## config.mk

```make
export PLATFORM = sky130hd
export DESIGN_NAME = sotc_search
export DESIGN_NICKNAME = d
export VERILOG_FILES = /design/src/design/sotc_pkg.sv /design/src/design/sotc_bound.sv /design/src/design/sotc_search.sv
export SDC_FILE = /design/constraint.sdc
export NUM_CORES = 1
export LEC_CHECK = 0
export BUFFER_PORTS_ARGS = -buffer_cell sky130_fd_sc_hd__buf_4
export CORE_ASPECT_RATIO = 0.75
export CORE_MARGIN = 10
export CORE_UTILIZATION = 30
export DETAILED_ROUTE_END_ITERATION = 7
export HOLD_SLACK_MARGIN = 0.12
export MAX_ROUTING_LAYER = met4
export PLACE_DENSITY = 0.44
export RECOVER_POWER = 25
export REMOVE_ABC_BUFFERS = 1
export SYNTH_ARGS = -nofsm -noshare
export SYNTH_HDL_FRONTEND = slang
export SYNTH_SLANG_ARGS = --single-unit
```

## constraint.sdc

```tcl
create_clock -name i_clk -period 4.95 [get_ports i_clk]
set_clock_uncertainty 0.2 [all_clocks]
set_input_delay 0.99 -clock i_clk [delete_from_list [all_inputs] [get_ports i_clk]]
set_output_delay 0.99 -clock i_clk [all_outputs]
set_load 0.01 [all_outputs]
```

## src/design/sotc_pkg.sv

```systemverilog
// Shared types and constants of the sorted-table occurrence counter.
`timescale 1ns / 1ps

package sotc_pkg;

    // Default table depth.
    localparam int TABLE_DEPTH_DEF = 1024;

    // Width of a table entry and of a request value.
    localparam int VALUE_W = 32;

    // Width of the index and count fields in a result.
    localparam int OUT_W = 11;

    // Width of the running total.
    localparam int TOTAL_W = 48;

    // Internal index and count width wide enough for the deepest table (65536 entries).
    localparam int RES_W = 17;

    // Request operation codes.
    typedef enum logic [1:0] {
        OP_LOAD  = 2'd0,
        OP_QUERY = 2'd1,
        OP_CLEAR = 2'd2
    } t_op;

    // Search sequencer states.
    typedef enum logic [1:0] {
        S_IDLE,
        S_SEARCH,
        S_COUNT,
        S_REPORT
    } t_state;

    // Controls of one bound search engine.
    typedef struct packed {
        logic init;
        logic issue;
        logic cmp;
    } t_bound_ctl;

    // Outcome of one query, handed from the sequencer to the top level.
    typedef struct packed {
        logic             found;
        logic [RES_W-1:0] first;
        logic [RES_W-1:0] count;
    } t_search_res;

endpackage

```

## src/design/sotc_bound.sv

```systemverilog
// One binary search engine for the first or the last occurrence of a key.
`timescale 1ns / 1ps

module sotc_bound import sotc_pkg::*; #(
    parameter int TABLE_DEPTH = TABLE_DEPTH_DEF,
    parameter bit LEFTMOST    = 1'b1,
    localparam int AW = $clog2(TABLE_DEPTH),
    localparam int CW = $clog2(TABLE_DEPTH + 1)
) (
    input  logic                      i_clk,
    input  logic                      i_rst_n,
    input  t_bound_ctl                i_ctl,
    input  logic [CW-1:0]             i_n,
    input  logic signed [VALUE_W-1:0] i_key,
    input  logic signed [VALUE_W-1:0] i_rdata,
    output logic [AW-1:0]             o_addr,
    output logic                      o_active,
    output logic                      o_pend,
    output logic [CW-1:0]             o_hit
);

    // The window is [r_lo, r_hp): r_hp is one past the last candidate.
    logic [CW-1:0] r_lo;
    logic [CW-1:0] r_hp;
    logic [CW-1:0] r_hit;
    logic [AW-1:0] r_mid;
    logic          r_pend;
    logic [CW:0]   w_sum;
    logic [CW-1:0] w_mid_ext;
    logic [CW-1:0] w_mid_inc;

    // Midpoint of the window, rounded down; only used while the window is non-empty.
    assign w_sum     = {1'b0, r_lo} + {1'b0, r_hp} - (CW + 1)'(1);
    assign o_addr    = w_sum[AW:1];
    assign w_mid_ext = CW'(r_mid);
    assign w_mid_inc = w_mid_ext + CW'(1);

    assign o_active = (r_lo < r_hp);
    assign o_pend   = r_pend;
    assign o_hit    = r_hit;

    // A probe is outstanding between its issue and its compare.
    always_ff @(posedge i_clk) begin
        if (!i_rst_n) begin
            r_pend <= 1'b0;
        end else if (i_ctl.init) begin
            r_pend <= 1'b0;
        end else if (i_ctl.issue) begin
            r_pend <= 1'b1;
        end else if (i_ctl.cmp) begin
            r_pend <= 1'b0;
        end
    end

    // Window update from the entry that the probe returned.
    always_ff @(posedge i_clk) begin
        if (i_ctl.init) begin
            r_lo  <= '0;
            r_hp  <= i_n;
            r_hit <= i_n;
        end else if (i_ctl.issue) begin
            r_mid <= o_addr;
        end else if (i_ctl.cmp) begin
            if (i_rdata == i_key) begin
                r_hit <= w_mid_ext;
                if (LEFTMOST) begin
                    r_hp <= w_mid_ext;
                end else begin
                    r_lo <= w_mid_inc;
                end
            end else if (i_rdata > i_key) begin
                r_hp <= w_mid_ext;
            end else begin
                r_lo <= w_mid_inc;
            end
        end
    end

endmodule

```

## src/design/sotc_search.sv

```systemverilog
// Query sequencer: runs the two bound searches interleaved on one read port.
`timescale 1ns / 1ps

module sotc_search import sotc_pkg::*; #(
    parameter int TABLE_DEPTH = TABLE_DEPTH_DEF,
    localparam int AW = $clog2(TABLE_DEPTH),
    localparam int CW = $clog2(TABLE_DEPTH + 1)
) (
    input  logic                      i_clk,
    input  logic                      i_rst_n,
    input  logic                      i_start,
    input  logic signed [VALUE_W-1:0] i_key,
    input  logic [CW-1:0]             i_n,
    output logic                      o_rd_en,
    output logic [AW-1:0]             o_rd_addr,
    input  logic signed [VALUE_W-1:0] i_rdata,
    output logic                      o_busy,
    output logic                      o_done,
    output t_search_res               o_res
);

    t_state                    r_state;
    t_state                    n_state;
    logic                      r_turn;
    logic signed [VALUE_W-1:0] r_key;
    logic [CW-1:0]             r_n;
    t_search_res               r_res;
    t_bound_ctl                w_ctl_first;
    t_bound_ctl                w_ctl_last;
    logic [AW-1:0]             w_addr_first;
    logic [AW-1:0]             w_addr_last;
    logic                      w_act_first;
    logic                      w_act_last;
    logic                      w_pend_first;
    logic                      w_pend_last;
    logic [CW-1:0]             w_hit_first;
    logic [CW-1:0]             w_hit_last;
    logic                      w_found;
    logic                      w_settled;

    // Search for the first occurrence.
    sotc_bound #(
        .TABLE_DEPTH (TABLE_DEPTH),
        .LEFTMOST    (1'b1)
    ) u_first (
        .i_clk    (i_clk),
        .i_rst_n  (i_rst_n),
        .i_ctl    (w_ctl_first),
        .i_n      (i_n),
        .i_key    (r_key),
        .i_rdata  (i_rdata),
        .o_addr   (w_addr_first),
        .o_active (w_act_first),
        .o_pend   (w_pend_first),
        .o_hit    (w_hit_first)
    );

    // Search for the last occurrence.
    sotc_bound #(
        .TABLE_DEPTH (TABLE_DEPTH),
        .LEFTMOST    (1'b0)
    ) u_last (
        .i_clk    (i_clk),
        .i_rst_n  (i_rst_n),
        .i_ctl    (w_ctl_last),
        .i_n      (i_n),
        .i_key    (r_key),
        .i_rdata  (i_rdata),
        .o_addr   (w_addr_last),
        .o_active (w_act_last),
        .o_pend   (w_pend_last),
        .o_hit    (w_hit_last)
    );

    // Both searches have converged and no probe is outstanding.
    assign w_settled = !w_act_first && !w_act_last && !w_pend_first && !w_pend_last;

    // Next state.
    always_comb begin
        n_state = r_state;
        unique case (r_state)
            S_IDLE: begin
                if (i_start) begin
                    n_state = S_SEARCH;
                end
            end
            S_SEARCH: begin
                if (w_settled) begin
                    n_state = S_COUNT;
                end
            end
            S_COUNT: begin
                n_state = S_REPORT;
            end
            S_REPORT: begin
                n_state = S_IDLE;
            end
            default: begin
                n_state = S_IDLE;
            end
        endcase
    end

    // State outputs: in each search cycle one engine issues and the other compares.
    always_comb begin
        w_ctl_first       = '0;
        w_ctl_last        = '0;
        w_ctl_first.init  = (r_state == S_IDLE) && i_start;
        w_ctl_last.init   = (r_state == S_IDLE) && i_start;
        w_ctl_first.issue = (r_state == S_SEARCH) && !r_turn && w_act_first;
        w_ctl_first.cmp   = (r_state == S_SEARCH) && r_turn && w_pend_first;
        w_ctl_last.issue  = (r_state == S_SEARCH) && r_turn && w_act_last;
        w_ctl_last.cmp    = (r_state == S_SEARCH) && !r_turn && w_pend_last;
        o_rd_en           = w_ctl_first.issue || w_ctl_last.issue;
        o_rd_addr         = r_turn ? w_addr_last : w_addr_first;
        o_busy            = (r_state != S_IDLE);
        o_done            = (r_state == S_REPORT);
    end

    // State register and turn bit.
    always_ff @(posedge i_clk) begin
        if (!i_rst_n) begin
            r_state <= S_IDLE;
            r_turn  <= 1'b0;
        end else begin
            r_state <= n_state;
            if (r_state == S_SEARCH) begin
                r_turn <= !r_turn;
            end else begin
                r_turn <= 1'b0;
            end
        end
    end

    // Query key and entry count held for the whole search.
    always_ff @(posedge i_clk) begin
        if ((r_state == S_IDLE) && i_start) begin
            r_key <= i_key;
            r_n   <= i_n;
        end
    end

    // Outcome of both searches.
    assign w_found = (w_hit_first != r_n) && (w_hit_last != r_n);

    always_ff @(posedge i_clk) begin
        if (r_state == S_COUNT) begin
            r_res.found <= w_found;
            r_res.first <= RES_W'(w_hit_first);
            if (w_found && (w_hit_last >= w_hit_first)) begin
                r_res.count <= RES_W'(w_hit_last - w_hit_first + CW'(1));
            end else begin
                r_res.count <= '0;
            end
        end
    end

    assign o_res = r_res;

endmodule

```

# Word level (Yosys, flattened, before mapping)

Index checks and enable logic that the tools add are counted.

Output and inout bits: 48
Input bits: 78
Logic and storage cells: 113
Bits in registers: 163

Add/sub/neg operators: 8
Reduce and logical (&&, ||, !) cells: 38
Bitwise operators: 6
Magnitude comparators: 4
Equality and inequality tests: 12
Multiplexer cells: 28

Operators with widths:

| operator                | count |
|---|---|
| $mux W11                | 20 |
| $eq A32 B32 Y1          | 1 |
| $gt A32 B32 Y1          | 1 |
| $add A10 B1 Y11 const B | 2 |
| $add A11 B11 Y11        | 2 |
| $lt A11 B11 Y1          | 2 |
| $ne A11 B11 Y1          | 2 |
| $sub A11 B1 Y11 const B | 2 |
| $reduce_bool A2 Y1      | 7 |
| $add A12 B2 Y13 const B | 1 |
| $logic_and A1 B1 Y1     | 12 |
| $reduce_and A3 Y1       | 4 |
| $sub A11 B11 Y12        | 1 |
| $ge A11 B11 Y1          | 1 |
| $mux W10                | 1 |
| $pmux W2 S4             | 1 |
| $reduce_and A2 Y1       | 4 |
| $reduce_and A4 Y1       | 2 |
| $ne A2 B1 Y1 const B    | 3 |
| $ne A2 B2 Y1 const B    | 3 |
| $not A1 Y1              | 6 |
| $logic_not A1 Y1        | 5 |
| $eq A2 B2 Y1 const B    | 2 |
| $mux W1                 | 4 |
| 6 further kinds         | 7 |

# Logic depth before layout (Yosys ltp)

Word-level depth: 7
Mapped depth: 13
Mapped depth without buffers: 13

# Modules after synthesis

From an unflattened synthesis, not the netlist that was laid out.

Cells, all modules: 965
Area, all modules: 10353.7 µm²

Modules (own cells, without submodules):

| module               | instances | area each (µm²) | seq. area each (µm²) | cells each |
|---|---|---|---|---|
| sotc_search          | 1         | 3554.7          | 2102.0               | 271 |
| sotc_bound (u_last)  | 1         | 3429.5          | 1201.2               | 347 |
| sotc_bound (u_first) | 1         | 3369.5          | 1201.2               | 347 |

# Worst setup path after synthesis

Ideal clock, no wire load.

Kind: input to register
From: input i_rdata[31]
To: register u_last.r_hp[0], enable pin
Library setup time: 0.394 ns
Cell stages on the path: 7
Required time: 4.356 ns
Data arrival time: 3.280 ns
Path buffers: 0
Slack: 1.076 ns
Cells stage by stage: ha_1 nand4_4 or4_4 a31oi_4 o21a_1 nor2_1 o21ai_0

Cells in the longest elaborated chain, start to end: 3
Elaborated cells on any way between the ends: 5
Classes of those cells: order compare (1); eq/ne (2); reduce/logical (2)

Ends and longest elaborated chain:

| item                                                                | line                               | RTL |
|---|---|---|
| from (decl)                                                         | sotc_search.sv:16                  | `input logic signed [VALUE_W-1:0] i_rdata,` |
| $gt A32 B32 Y1 / $eq A32 B32 Y1 (equally long branches)             | sotc_bound.sv:71, sotc_bound.sv:64 |  |
| $reduce_bool A2 Y1 (no line) / $ne A2 B1 Y1 (equally long branches) | n/a                                |  |
| $reduce_and A4 Y1 (no line) *                                       | n/a                                |  |
| to (signal assigned)                                                | sotc_bound.sv:59                   | `r_hp <= i_n;` |
| to (signal assigned)                                                | sotc_bound.sv:67                   | `r_hp <= w_mid_ext;` |
| to (signal assigned)                                                | sotc_bound.sv:72                   | `r_hp <= w_mid_ext;` |
| to (decl)                                                           | sotc_bound.sv:24                   | `logic [CW-1:0] r_hp;` |

Mark *: on every way between the ends. The rest lies on a longest branch, timed or not.
A chain may end at the register's enable or synchronous reset.

# Worst setup path in the final report

From: register u_last.r_lo[2]
To: output o_rd_addr[9]

Cells in the longest elaborated chain, start to end: 3

Ends and longest elaborated chain:

| item                   | line               | RTL |
|---|---|---|
| from (decl)            | sotc_bound.sv:23   | `logic [CW-1:0] r_lo;` |
| from (signal assigned) | sotc_bound.sv:69   | `r_lo <= w_mid_inc;` |
| from (signal assigned) | sotc_bound.sv:74   | `r_lo <= w_mid_inc;` |
| $add A11 B11 Y11       | sotc_bound.sv:33   | `assign w_sum = {1'b0, r_lo} + {1'b0, r_hp} - (CW + 1)'(1);` |
| $sub A11 B1 Y11        | sotc_bound.sv:33   |  |
| via u_last.o_addr[9]   | sotc_bound.sv:16   | `output logic [AW-1:0] o_addr,` |
| $mux W10               | sotc_search.sv:115 | `o_rd_addr = r_turn ? w_addr_last : w_addr_first;` |
| to (decl)              | sotc_search.sv:15  | `output logic [AW-1:0] o_rd_addr,` |

The timed path passes the listed nets, and every way through them passes these cells.

==> metrics <==
outcome=completed; simple-gate share of the synthesized area=0.1224; Post-Synth XOR/XNOR Area=0.06046; minimum clock period=4.602 ns; DR iter-0 viols=306; Clk pin slew, worst setup/hold paths=0.07 ns; Antenna Nets Post-Route=0; Worst-Margin Slew=about 1.5 ns; Syn Std Cell Area=0.009562 mm2; grt total ovfl=0; DRC viols=0; Reg2Reg Setup Slack=approximately 1.4 ns; Seq/Total Area, Yosys=0.4711; Tot GR Track Use=0.1350; clock sink count=159; WHS=0.2846 ns; I/O pins=126; Pwr Density=a little over 600 mW/mm2; WP data required=3.76 ns; area grow syn2layout=20.02%; top cells by area, synth=edfxtp_1 (41%), ha_1 (14%), dfxtp_1 (5.7%); Die Wd=~230 um; Slew headroom=0.005396; setup violators final=0; Detailed Route WL=25790 um; CTS Buffer Depth=2; Pwr Total=6.926 mW; critical path peak fanout=3; worst ir drop on vdd=0.2453 mV; compound-gate portion of the synthesized area=0.1123; Inserted Clock Buffers=17; crit end category=primary output; share of cells above drive strength 1=0.2010; vias after detailed routing=6624; post-CTS resize count=0; Post-Synth Adder-Cell Area=0.1463; die area=0.03949 mm2; number of flops mapped to enable cells by yosys=132; Std-Cell Rows=56; area share of the largest cell type after synthesis=0.4146; IO Port Bufs=119; starting density of the core=0.3053; Worst setup SP type=flop; first-pass GRT wire length=39520 um; dpl hpwl=20510 um; Setup Crit Path Kind=reg -> out; RD Place Congestion=between 0.8 and 0.9; nets=about 1200; DR pass1 iterations=4; Arr. time, crit path=3.41 ns; main combinational cell family by area after synthesis=adder cells; Post-Syn Area per Cell=10.71 um2; antenna cell count=0; H-tree depth=4; CTS Hold Bufs=0; final number of hold-violating endpoints=0; number of max-cap violations=0; root buf cell=clkbuf_16; Top FF cell, synth=edfxtp_1; Ys Warns=0; Hold Path Class=reg -> reg; top cell type by total area after synthesis=edfxtp_1; largest net degree at the start of global routing=36; clk_lat worst skew=0.43 ns; via-per-instance ratio=4.597; vias in the first global route=6771; period utilization=0.9296; Die H=174.6 um; Setup Buffers After CTS=0; RSZ-0062 raised after global routing=false; FFs w/ async S/R, synth=0; fin. max-slew vios=0; post-synthesis cell count=893; CORE AREA=0.03132 mm2; Lkg Pwr=4.778 nW; initial antenna violation count=0; maximum clock rate=217.3 MHz; Wirelength per Cell=about 18 um; post-synthesis mux area share=0.01727; #FFs+latches synth=between 150 and 200; Yosys cell types=78; TritonCTS clock tree=built
-- cell type report --
cell class              instances  area (um2)
flip-flops and latches        159        4504
clock inverters                13       166.4
multi-input cells             577        4414
inverters                     136       511.7
well taps                     406       508.0
clock buffers                  18       429.2
fillers                      3194       19840
repair buffers                132       942.2
-- worst paths after layout --
| check | startpoint | to | depth (start not counted) |
|---|---|---|---|
| worst max-delay path | u_last.r_lo[2]$_SDFFE_PP0P_ | o_rd_addr[9] | 12 |
| worst min-delay path | u_last.r_lo[10]$_SDFFE_PP0P_ | u_last.r_lo[10]$_SDFFE_PP0P_ | 2 |
| worst max register to register | u_last.o_hit[0]$_DFFE_PP_ | o_res[10]$_SDFFCE_PN0P_ | 11 |
| worst min register to register | u_last.r_lo[10]$_SDFFE_PP0P_ | u_last.r_lo[10]$_SDFFE_PP0P_ | 2 |
-- critical path: stages, from the launching register on --
cell	delay (ns)
dfxtp_1	0.37
inv_1	0.06
ha_1	0.34
inv_1	0.06
ha_1	0.29
a21o_1	0.17
a211oi_1	0.26
nor2_1	0.10
o41ai_1	0.42
o21ai_0	0.21
xnor2_1	0.34
mux2_2	0.24
buf_4	0.12
-- stage by stage --
step | setup TNS, ns | worst slack, ns | std cells | util | cell area (um2)
floorplan | -5.057 | -0.4646 | 872 | - | 9423
CTS | 0 | 0.3305 | 1441 | 0.3680 | 11520
detailed placement | 0 | 0.8340 | 1410 | 0.3490 | 10930
global route | 0 | 0.1163 | 1441 | 0.3664 | 11480
global placement | 0 | 0.8481 | 1410 | 0.3490 | 10930
finish | 0 | 0.3483 | 1441 | 0.3664 | 11480
-- report_power, final --
| part | internal, mW | leakage, nW | total [mW] | switching (mW) |
|---|---|---|---|---|
| Clock | 0.794 | 0.282 | 1.38 | 0.587 |
| Sequential | 2.01 | 1.46 | 2.25 | 0.239 |
| Combinational | 1.37 | 3.03 | 3.30 | 1.93 |
-- placed cells by master (no fill, tap or decap), drive strengths merged, types with 23 or more instances in the layout --
master  instances
dfxtp          27
nand2          82
xnor2          55
a21oi          42
o21ai          28
a211oi         23
nor2           54
edfxtp        132
clkbuf         62
inv           136
buf            88
ha            107
-- sequential cells by signal (all words and copies together), names as in the netlist, 11 cells and up --
name,cells
r_n,11
r_key,32
u_last.o_hit,11
u_first.r_lo,11
u_first.r_hp,11
u_last.r_hp,11
u_first.o_hit,11
u_last.r_lo,11
o_res,25
-- kinds of logic (layout without fill, tap and decap cells) --
logic type               count (synthesis)  in the layout
AND/OR/NAND/NOR                        237            237
XOR/XNOR                                66             66
other                                    1              6
AO/OA/AOI/OAI                          143            143
buffers and inverters                  162            299
adder cells (fa/ha/maj)                110            110
flip-flops                             159            159
multiplexers                            15             15
-- Yosys cell counts (5+ instances only) --
master / instances
inv_1: 135
edfxtp_1: 132
ha_1: 107
nand2_1: 81
xnor2_1: 55
nor2_1: 53
a21oi_1: 41
dfxtp_1: 27
o21ai_0: 23
nand3_1: 21
nor3_1: 20
a211oi_2: 14
nand4_1: 13
mux2_2: 12
buf_4: 11
nor2b_1: 11
xor2_1: 11
a211oi_1: 9
clkbuf_1: 9
and3_1: 8
or2_2: 6
a21o_1: 5
-- metal layers --
metal / global-route usage / routed length, um / vias up
li1: - / - / 3357
met1: 0.1829 / 13000 / 3127
met2: 0.2055 / 11600 / 127
met3: 0.02961 / 1050 / 13
met4: 0.02287 / 144 / 0
met5: - / 0 / -
(Power assumes the default switching activity.)
